[src/lld_pkg.sv]
// Shared types, codes and defaults of the least-loaded dispatcher.
// No dependencies; imported by the top level, the sequencer and the checker.
`default_nettype none

package lld_pkg;

   localparam int MAX_WORKERS_DEF = 16;
   localparam int LOAD_BITS_DEF   = 10;

   localparam int QUEUE_BITS  = 11;
   localparam int CHOSEN_BITS = 4;
   localparam int CSR_IDX_BITS  = 2;
   localparam int CSR_DATA_BITS = 11;

   // commands
   localparam logic [1:0] CMD_DISPATCH = 2'd0;
   localparam logic [1:0] CMD_REPORT   = 2'd1;
   localparam logic [1:0] CMD_DEQUEUE  = 2'd2;

   // outcomes
   localparam logic [2:0] OC_OK        = 3'd0;
   localparam logic [2:0] OC_INVALID   = 3'd1;
   localparam logic [2:0] OC_INACTIVE  = 3'd2;
   localparam logic [2:0] OC_ALL_FULL  = 3'd3;
   localparam logic [2:0] OC_RING_FULL = 3'd4;

   // register indexes
   localparam logic [CSR_IDX_BITS-1:0] CSR_ACTIVE_WORKERS  = 2'd0;
   localparam logic [CSR_IDX_BITS-1:0] CSR_BLIND_THRESHOLD = 2'd1;
   localparam logic [CSR_IDX_BITS-1:0] CSR_RING_LIMIT      = 2'd2;
   localparam logic [CSR_IDX_BITS-1:0] CSR_POOL_ENABLED    = 2'd3;

   // register reset values
   localparam logic [4:0]  ACTIVE_WORKERS_RST  = 5'd1;
   localparam logic [9:0]  BLIND_THRESHOLD_RST = 10'd0;
   localparam logic [10:0] RING_LIMIT_RST      = 11'd32;

   typedef struct packed {
      logic [1:0]         cmd;
      logic signed [15:0] client_handle;
      logic [3:0]         worker_index;
      logic [9:0]         busy_count;
      logic               full_mark;
   } req_type;

   typedef struct packed {
      logic [2:0]               outcome;
      logic [CHOSEN_BITS-1:0]   chosen_worker;
      logic signed [15:0]       client_out;
      logic                     pool_full;
   } rsp_type;

   typedef struct packed {
      logic [4:0]            active_workers;
      logic [9:0]            blind_threshold;
      logic [QUEUE_BITS-1:0] ring_limit;
      logic                  pool_enabled;
   } cfg_type;

endpackage

`default_nettype wire

[src/least_loaded_dispatcher.sv]
// Least-loaded dispatcher: top level, configuration registers, result register.
// Depends on lld_pkg, lld_mem and lld_ctrl.
//
// Usage
//  - req_* channel: one item per handshake. A dispatch picks a worker; a load
//    report or dequeue updates one worker's table entry. Every item yields
//    exactly one result item on the rsp_* channel, in order.
//  - csr_* channel: register writes (index, data), always ready. Write only
//    while the block is idle.
//  - One item is in work at a time. A dispatch over N taking-part workers
//    goes through a scan that reads one table entry per cycle from the worker
//    memory (ending early when a worker below the blind threshold turns up),
//    then a decide step and the result state. Updates go through one
//    read-modify-write state; rejected dispatches go straight to the result
//    state. The next item is taken in the cycle after the result moves out.
//  - A result waiting in the output register does not block the next item;
//    if the receiver stalls, the following result waits inside the
//    sequencer and req_ready stays low until the output register frees.
//  - Reset: synchronous, active high. Registers return to their defaults,
//    the pool-full latch clears and every worker entry reads as zero.
`default_nettype none

module least_loaded_dispatcher #(
   parameter int MAX_WORKERS = lld_pkg::MAX_WORKERS_DEF,
   parameter int LOAD_BITS   = lld_pkg::LOAD_BITS_DEF
) (
   input  logic                                clock,
   input  logic                                reset,
   input  logic                                req_valid,
   output logic                                req_ready,
   input  lld_pkg::req_type                    req_data,
   output logic                                rsp_valid,
   input  logic                                rsp_ready,
   output lld_pkg::rsp_type                    rsp_data,
   input  logic                                csr_valid,
   output logic                                csr_ready,
   input  logic [lld_pkg::CSR_IDX_BITS-1:0]    csr_index,
   input  logic [lld_pkg::CSR_DATA_BITS-1:0]   csr_data
);
   import lld_pkg::*;

   localparam int WIDX_BITS = (MAX_WORKERS > 1) ? $clog2(MAX_WORKERS) : 1;
   localparam int ENT_BITS  = LOAD_BITS + QUEUE_BITS + 1;

   cfg_type cfg_ff, cfg_in;
   logic    rsp_valid_ff, rsp_valid_in;
   rsp_type rsp_data_ff, rsp_data_in;

   logic                 res_valid;
   rsp_type              res_data;
   logic                 res_take;
   logic                 rd_en;
   logic [WIDX_BITS-1:0] rd_addr;
   logic [ENT_BITS-1:0]  rd_data;
   logic                 wr_en;
   logic [WIDX_BITS-1:0] wr_addr;
   logic [ENT_BITS-1:0]  wr_data;

   // configuration: always ready, each register keeps its own low bits
   assign csr_ready = 1'b1;

   always_comb begin
      cfg_in = cfg_ff;
      if (csr_valid) begin
         case (csr_index)
            CSR_ACTIVE_WORKERS:  cfg_in.active_workers  = csr_data[4:0];
            CSR_BLIND_THRESHOLD: cfg_in.blind_threshold = csr_data[9:0];
            CSR_RING_LIMIT:      cfg_in.ring_limit      = csr_data[QUEUE_BITS-1:0];
            CSR_POOL_ENABLED:    cfg_in.pool_enabled    = csr_data[0];
            default:             cfg_in = cfg_ff;
         endcase
      end
   end

   // output register: loads when empty or being emptied this cycle
   assign res_take = !rsp_valid_ff || rsp_ready;

   always_comb begin
      rsp_valid_in = rsp_valid_ff;
      rsp_data_in  = rsp_data_ff;
      if (res_valid && res_take) begin
         rsp_valid_in = 1'b1;
         rsp_data_in  = res_data;
      end else if (rsp_ready) begin
         rsp_valid_in = 1'b0;
      end
   end

   always_ff @(posedge clock) begin
      if (reset) begin
         cfg_ff.active_workers  <= ACTIVE_WORKERS_RST;
         cfg_ff.blind_threshold <= BLIND_THRESHOLD_RST;
         cfg_ff.ring_limit      <= RING_LIMIT_RST;
         cfg_ff.pool_enabled    <= 1'b0;
         rsp_valid_ff           <= 1'b0;
      end else begin
         cfg_ff       <= cfg_in;
         rsp_valid_ff <= rsp_valid_in;
      end
      rsp_data_ff <= rsp_data_in;
   end

   assign rsp_valid = rsp_valid_ff;
   assign rsp_data  = rsp_data_ff;

   lld_ctrl #(
      .MAX_WORKERS (MAX_WORKERS),
      .LOAD_BITS   (LOAD_BITS)
   ) u_ctrl (
      .clock     (clock),
      .reset     (reset),
      .cfg       (cfg_ff),
      .req_valid (req_valid),
      .req_ready (req_ready),
      .req_data  (req_data),
      .res_valid (res_valid),
      .res_data  (res_data),
      .res_take  (res_take),
      .rd_en     (rd_en),
      .rd_addr   (rd_addr),
      .rd_data   (rd_data),
      .wr_en     (wr_en),
      .wr_addr   (wr_addr),
      .wr_data   (wr_data)
   );

   // worker table: {full flag, queued count, active count} per worker
   lld_mem #(
      .DEPTH (MAX_WORKERS),
      .WIDTH (ENT_BITS)
   ) u_mem (
      .clock   (clock),
      .reset   (reset),
      .rd_en   (rd_en),
      .rd_addr (rd_addr),
      .rd_data (rd_data),
      .wr_en   (wr_en),
      .wr_addr (wr_addr),
      .wr_data (wr_data)
   );

endmodule

`default_nettype wire

[src/lld_mem.sv]
// Worker table: single-port-write, single-port-read memory, registered read.
// Per-entry valid bits make unwritten entries read as zero after reset.
`default_nettype none

module lld_mem #(
   parameter int DEPTH = 16,
   parameter int WIDTH = 22
) (
   input  logic clock,
   input  logic reset,
   input  logic rd_en,
   input  logic [((DEPTH > 1) ? $clog2(DEPTH) : 1)-1:0] rd_addr,
   output logic [WIDTH-1:0] rd_data,
   input  logic wr_en,
   input  logic [((DEPTH > 1) ? $clog2(DEPTH) : 1)-1:0] wr_addr,
   input  logic [WIDTH-1:0] wr_data
);
   logic [WIDTH-1:0] mem [DEPTH];
   logic [WIDTH-1:0] rd_data_ff;
   logic             rd_vld_ff;
   logic [DEPTH-1:0] valid_ff;

   always_ff @(posedge clock) begin
      if (wr_en) begin
         mem[wr_addr] <= wr_data;
      end
      if (rd_en) begin
         rd_data_ff <= mem[rd_addr];
      end
   end

   always_ff @(posedge clock) begin
      if (reset) begin
         valid_ff  <= '0;
         rd_vld_ff <= 1'b0;
      end else begin
         if (rd_en) begin
            rd_vld_ff <= valid_ff[rd_addr];
         end
         if (wr_en) begin
            valid_ff[wr_addr] <= 1'b1;
         end
      end
   end

   // an entry never written since reset reads as all zero
   assign rd_data = rd_vld_ff ? rd_data_ff : '0;

endmodule

`default_nettype wire

[src/lld_ctrl.sv]
// Sequencer: checks, table scan, read-modify-write of the chosen entry.
// Uses lld_pkg; drives the lld_mem ports and hands results to the top level.
`default_nettype none

module lld_ctrl #(
   parameter int MAX_WORKERS = 16,
   parameter int LOAD_BITS   = 10
) (
   input  logic             clock,
   input  logic             reset,
   input  lld_pkg::cfg_type cfg,
   input  logic             req_valid,
   output logic             req_ready,
   input  lld_pkg::req_type req_data,
   output logic             res_valid,
   output lld_pkg::rsp_type res_data,
   input  logic             res_take,
   output logic             rd_en,
   output logic [((MAX_WORKERS > 1) ? $clog2(MAX_WORKERS) : 1)-1:0] rd_addr,
   input  logic [LOAD_BITS+lld_pkg::QUEUE_BITS:0] rd_data,
   output logic             wr_en,
   output logic [((MAX_WORKERS > 1) ? $clog2(MAX_WORKERS) : 1)-1:0] wr_addr,
   output logic [LOAD_BITS+lld_pkg::QUEUE_BITS:0] wr_data
);
   import lld_pkg::*;

   localparam int WIDX_BITS = (MAX_WORKERS > 1) ? $clog2(MAX_WORKERS) : 1;
   localparam int CNT_BITS  = $clog2(MAX_WORKERS + 1);
   localparam int ENT_BITS  = LOAD_BITS + QUEUE_BITS + 1;
   localparam int SUM_BITS  = ((LOAD_BITS > QUEUE_BITS) ? LOAD_BITS : QUEUE_BITS) + 1;

   typedef enum logic [2:0] {
      ST_IDLE,
      ST_SCAN,
      ST_DECIDE,
      ST_UPD,
      ST_RESP
   } state_type;

   state_type             state_ff, state_in;
   req_type               req_ff, req_in;
   rsp_type               res_ff, res_in;
   logic [CNT_BITS-1:0]   count_ff, count_in;
   logic [WIDX_BITS-1:0]  chk_ff, chk_in;
   logic [WIDX_BITS-1:0]  best_idx_ff, best_idx_in;
   logic [SUM_BITS-1:0]   best_load_ff, best_load_in;
   logic [ENT_BITS-1:0]   best_ent_ff, best_ent_in;
   logic                  found_ff, found_in;
   logic                  latch_ff, latch_in;

   logic                  accept;
   logic [LOAD_BITS-1:0]  ent_active;
   logic [QUEUE_BITS-1:0] ent_queued;
   logic                  ent_full;
   logic [SUM_BITS-1:0]   ent_load;
   logic                  blind_hit;
   logic                  better;
   logic                  last;
   logic [CNT_BITS-1:0]   cnt_clamp;
   logic                  in_range;
   logic [QUEUE_BITS-1:0] best_queued;

   assign req_ready = (state_ff == ST_IDLE);
   assign accept    = req_valid && req_ready;

   assign ent_active = rd_data[LOAD_BITS-1:0];
   assign ent_queued = rd_data[LOAD_BITS +: QUEUE_BITS];
   assign ent_full   = rd_data[ENT_BITS-1];
   assign ent_load   = SUM_BITS'(ent_active) + SUM_BITS'(ent_queued);
   assign blind_hit  = !ent_full && (ent_load < SUM_BITS'(cfg.blind_threshold));
   assign better     = !ent_full && (!found_ff || (ent_load < best_load_ff));
   assign last       = (CNT_BITS'(chk_ff) + CNT_BITS'(1)) == count_ff;
   assign cnt_clamp  = (int'(cfg.active_workers) > MAX_WORKERS) ?
                       CNT_BITS'(MAX_WORKERS) : CNT_BITS'(cfg.active_workers);
   assign in_range   = int'(req_data.worker_index) < MAX_WORKERS;
   assign best_queued = best_ent_ff[LOAD_BITS +: QUEUE_BITS];

   always_comb begin
      state_in     = state_ff;
      req_in       = req_ff;
      res_in       = res_ff;
      count_in     = count_ff;
      chk_in       = chk_ff;
      best_idx_in  = best_idx_ff;
      best_load_in = best_load_ff;
      best_ent_in  = best_ent_ff;
      found_in     = found_ff;
      latch_in     = latch_ff;
      rd_en        = 1'b0;
      rd_addr      = chk_ff + WIDX_BITS'(1);
      wr_en        = 1'b0;
      wr_addr      = best_idx_ff;
      wr_data      = best_ent_ff;

      case (state_ff)
         ST_IDLE: begin
            if (accept) begin
               req_in               = req_data;
               res_in.outcome       = OC_OK;
               res_in.chosen_worker = '0;
               res_in.client_out    = '0;
               res_in.pool_full     = 1'b0;
               state_in             = ST_RESP;
               case (req_data.cmd)
                  CMD_DISPATCH: begin
                     res_in.client_out = req_data.client_handle;
                     if (req_data.client_handle[15]) begin
                        res_in.outcome = OC_INVALID;
                     end else if (!cfg.pool_enabled || latch_ff) begin
                        res_in.outcome = OC_INACTIVE;
                     end else if (cnt_clamp == '0) begin
                        latch_in       = 1'b1;
                        res_in.outcome = OC_ALL_FULL;
                     end else begin
                        rd_en    = 1'b1;
                        rd_addr  = '0;
                        chk_in   = '0;
                        count_in = cnt_clamp;
                        found_in = 1'b0;
                        state_in = ST_SCAN;
                     end
                  end
                  CMD_REPORT, CMD_DEQUEUE: begin
                     if (in_range) begin
                        rd_en    = 1'b1;
                        rd_addr  = WIDX_BITS'(req_data.worker_index);
                        state_in = ST_UPD;
                     end
                  end
                  default: begin
                     state_in = ST_RESP;
                  end
               endcase
            end
         end
         ST_SCAN: begin
            // rd_data holds the entry at chk_ff; the next one is read meanwhile unless the scan ends
            if (blind_hit) begin
               best_idx_in = chk_ff;
               best_ent_in = rd_data;
               found_in    = 1'b1;
               state_in    = ST_DECIDE;
            end else begin
               if (better) begin
                  best_idx_in  = chk_ff;
                  best_load_in = ent_load;
                  best_ent_in  = rd_data;
                  found_in     = 1'b1;
               end
               if (last) begin
                  state_in = ST_DECIDE;
               end else begin
                  rd_en  = 1'b1;
                  chk_in = chk_ff + WIDX_BITS'(1);
               end
            end
         end
         ST_DECIDE: begin
            if (!found_ff) begin
               latch_in       = 1'b1;
               res_in.outcome = OC_ALL_FULL;
            end else if (best_queued >= cfg.ring_limit) begin
               res_in.outcome = OC_RING_FULL;
            end else begin
               wr_en   = 1'b1;
               wr_data = {best_ent_ff[ENT_BITS-1], best_queued + QUEUE_BITS'(1),
                          best_ent_ff[LOAD_BITS-1:0]};
               res_in.chosen_worker = CHOSEN_BITS'(best_idx_ff);
            end
            state_in = ST_RESP;
         end
         ST_UPD: begin
            wr_en   = 1'b1;
            wr_addr = WIDX_BITS'(req_ff.worker_index);
            if (req_ff.cmd == CMD_REPORT) begin
               wr_data = {req_ff.full_mark, ent_queued, LOAD_BITS'(req_ff.busy_count)};
            end else begin
               wr_data = {ent_full,
                          (ent_queued == '0) ? ent_queued : ent_queued - QUEUE_BITS'(1),
                          ent_active};
            end
            state_in = ST_RESP;
         end
         ST_RESP: begin
            if (res_take) begin
               state_in = ST_IDLE;
            end
         end
         default: begin
            state_in = ST_IDLE;
         end
      endcase
   end

   always_ff @(posedge clock) begin
      if (reset) begin
         state_ff <= ST_IDLE;
         latch_ff <= 1'b0;
      end else begin
         state_ff <= state_in;
         latch_ff <= latch_in;
      end
      req_ff       <= req_in;
      res_ff       <= res_in;
      count_ff     <= count_in;
      chk_ff       <= chk_in;
      best_idx_ff  <= best_idx_in;
      best_load_ff <= best_load_in;
      best_ent_ff  <= best_ent_in;
      found_ff     <= found_in;
   end

   assign res_valid = (state_ff == ST_RESP);

   always_comb begin
      res_data           = res_ff;
      res_data.pool_full = latch_ff;
   end

endmodule

`default_nettype wire

[config.mk]
export PLATFORM = sky130hd
export DESIGN_NAME = least_loaded_dispatcher
export DESIGN_NICKNAME = d
export VERILOG_FILES = /design/src/lld_pkg.sv /design/src/least_loaded_dispatcher.sv /design/src/lld_mem.sv /design/src/lld_ctrl.sv
export SDC_FILE = /design/constraint.sdc
export NUM_CORES = 1
export LEC_CHECK = 0
export BUFFER_PORTS_ARGS = -buffer_cell sky130_fd_sc_hd__clkbuf_2
export CORE_UTILIZATION = 60
export CTS_CLUSTER_SIZE = 20
export DETAILED_ROUTE_END_ITERATION = 10
export GPL_ROUTABILITY_DRIVEN = 0
export GPL_TIMING_DRIVEN = 0
export PLACE_DENSITY = 0.82
export REMOVE_ABC_BUFFERS = 1
export SLEW_MARGIN = 15
export SYNTH_ARGS = -nofsm -noshare
export SYNTH_HDL_FRONTEND = slang
export SYNTH_SLANG_ARGS = --single-unit
[constraint.sdc]
create_clock -name clock -period 7.1 [get_ports clock]
set_clock_uncertainty 0.2 [all_clocks]
set_input_delay 0.71 -clock clock [delete_from_list [all_inputs] [get_ports clock]]
set_output_delay 0.71 -clock clock [all_outputs]
set_load 0.01 [all_outputs]
==> qor.txt <==
Status: finished clean
Post-synth EDFFs: 486
CTS resizes: 0
Via count: 15400
Crit path largest cell delay: 0.82 ns
Startpoint types: flop
VDD IR-drop max: 0.227 mV
Setup WS pre-CTS: 0.944 ns
Routed len/inst: 22.5 um
Worst-Skew Late Latency: 0.61 ns
Grt ovf: 0
Final hold violations: 0
Clk sinks: 535
Synth Instances: 1817
Leakage power: 9.52 nW
PortBufs: 76
CTS Hold Buffers Added: 0
Max clock buf depth: 3
Vias in the first global route: 15100
Die Width: 197 um
PwrDens: 282 mW/mm2
Fin nets: 1986
Final WS setup: 1.20 ns
Design Area, Final: 0.0261 mm2
Setup Viol. Count Final: 0
Clock Pin Slew Worst Setup and Hold Paths: 0.07 ns
# Max-Cap Violations: 0
Min cycle time layout: 5.90 ns
Crit-path slowest cell: dfxtp_2
Area growth syn-to-layout: 14.7%
Gr usage total: 0.288
CP Capture Type: flop
Period utilisation layout: 0.830
Initial antenna violation count: 0
First-pass GRT wire length: 83700 um
Most frequent cells in the layout: 486 x edfxtp_1, 409 x nand2_1, 149 x nand3_1
Slew HR: 0.233
Hold_ws: 0.0739 ns
Synth warnings: 0
Starting Density: 0.608
Synth Flop Type: edfxtp_1
WP data arrival: 5.86 ns
Mapped Area: 0.0228 mm2
Final Max Tran Viols: 0
Critical Path RT: 7.06 ns
Number of DRC violations after detailed-routing iteration 0: 1854
Full die area: 0.0388 mm2
Share of layout cells above drive strength 1: 0.124
Largest net degree at the start of global routing: 104
CTS root buf: clkbuf_16
Site Rows: 71
Io pins: 78
Hpwl dp: 34000 um
Post-synthesis register bit count: 535
Final WL: 55000 um
Num CTS Buffers: 51
Drt via density: 6.28
Fill count: 2390
Setup bufs post-CTS: 0
Unrepaired setup endpoints after global routing: no
Antenna viol nets, final: 0
DRC: 0
Leading cell type in the layout, fill and taps excluded: edfxtp_1
CTS tree: yes
Sequential share of the synthesized area: 0.683
H-tree depth: 2
CP max FO: 32
Die Y: 197 um
Hold Path Class: input port to flop
Syn Area/Cell: 12.5 um2
Core Area: 0.0375 mm2
F_max: 0.170 GHz
Synth unique cells: 72
Crit path kind: flop to flop
Post-synth ARST share: 0
Worst slew pin tran: 1.14 ns
Cell area after placement: 0.0244 mm2
Drt first pass iters: 6
Crit-path cells: nand2_1, inv_1, ha_1, inv_1, fa_1, nor2b_1, a221oi_1, o31ai_1, xnor2_1, ha_1, a211oi_1, o21ai_0, a41o_1, o311ai_1, nand2_2
==> report_power, final <==
part	switching [W]	internal (W)	total, W
combinational	0.000592	0.000306	0.000898
clock	0.00118	0.00165	0.00283
sequential	0.0000575	0.00359	0.00365
==> cells by family after synthesis <==
kind of cell | Yosys count | share of synthesized area
AND/OR/NAND/NOR | 743 | 0.143
flip-flops | 535 | 0.683
AO/OA/AOI/OAI | 238 | 0.0728
buffers and inverters | 144 | 0.0280
multiplexers | 88 | 0.0386
adder cells (fa/ha/maj) | 45 | 0.0250
XOR/XNOR | 23 | 0.00884
other | 1 | 0.000164
==> sequential cells by signal (all words and copies together) (netlist names), 4 cells and up <==
register             flops
u_ctrl.req_ff           17
u_ctrl.count_ff          5
u_ctrl.chk_ff            4
u_mem.rd_data_ff        22
u_ctrl.best_ent_ff      22
u_ctrl.best_idx_ff       4
rsp_data                24
u_mem.valid_ff          16
u_mem.mem              352
u_ctrl.best_load_ff     12
cfg_ff                  27
u_ctrl.res_data         23
==> cell usage after synthesis, types with 3 or more instances <==
master     number  area (um2)
a21boi_0        4        30.0
nand3b_1        6        45.0
o211ai_1        4        30.0
o31ai_1         6        45.0
nor2b_1        18         113
o221ai_1       23         201
buf_2          31         155
buf_1           5        18.8
nor3_1          6        30.0
nand3_1       149         746
buf_4           4        30.0
o2bb2ai_1       3        26.3
o21a_1         11        82.6
buf_6           6        67.6
or3_1           5        31.3
dfxtp_1        49         981
a31o_2          4        35.0
a32oi_1        24         210
or2_2           4        25.0
nand2b_1       12        75.1
and2_1         32         200
a211oi_1        7        52.6
xor2_1          4        35.0
xnor2_1        19         166
clkbuf_1       45         169
ha_1           44         551
a21oi_1        69         345
nor3b_1         3        22.5
nor2_1         70         263
o21ai_0        32         160
edfxtp_1      486       14600
nand4_1         4        25.0
inv_1          53         199
o22ai_1        10        62.6
nand2_1       413        1550
mux2i_1        88         881
a21o_1          6        45.0
and3_1         12        75.1
o31a_1          5        43.8
==> critical path: cells and delay by family, from the launching register on <==
kind / cells / cell delay, ns
flops: 1 / 0.82
xor+xnor: 1 / 0.29
simple gates: 3 / 1.08
compound gates: 6 / 1.84
fa+ha+maj: 3 / 0.95
buf+inv: 2 / 0.25
==> area by class of cell <==
class                      count  area [um2]  share of cell area
sequential                   535       15600               0.596
multi-input combinational   1138        6800               0.260
clock buffer                  65        1430              0.0548
timing repair buffer         111        1160              0.0445
tap                          511         639              0.0245
clock inverter                31         330              0.0126
inverter                      53         199             0.00761
antenna                        1        2.50           0.0000957
==> through the flow <==
| stage | total power [W] | utilization | TNS [ns] | std cells |
|---|---|---|---|---|
| finish | 0.00738 | 0.698 | 0 | 2445 |
| detailed placement | 0.00459 | 0.650 | 0 | 2348 |
| global route | 0.00760 | 0.697 | 0 | 2444 |
| global placement | 0.00455 | 0.624 | -55.46 | 2313 |
| CTS | 0.00739 | 0.697 | 0 | 2444 |
| floorplan | 0.00427 | - | 0 | 1726 |
==> metal layers <==
layer,GRT usage,routed length [um]
met1,0.371,20900
met3,0.0518,5270
met2,0.468,26100
met5,0,0
met4,0.156,2720
==> final timing paths <==
path	startpoint	endpoint	slack [ns]	depth (start not counted)
worst max register to register	u_mem.rd_vld_ff	u_mem.rd_data_ff[3]	1.20	15
worst min-delay path	req_data[2]	u_ctrl.req_ff[2]	0.07	1
worst max-delay path	u_mem.rd_vld_ff	u_mem.rd_data_ff[3]	1.20	15
worst min register to register	u_ctrl.res_data[18]	rsp_data[18]	0.21	0
No activity file was read; power rests on OpenSTA's default activity.
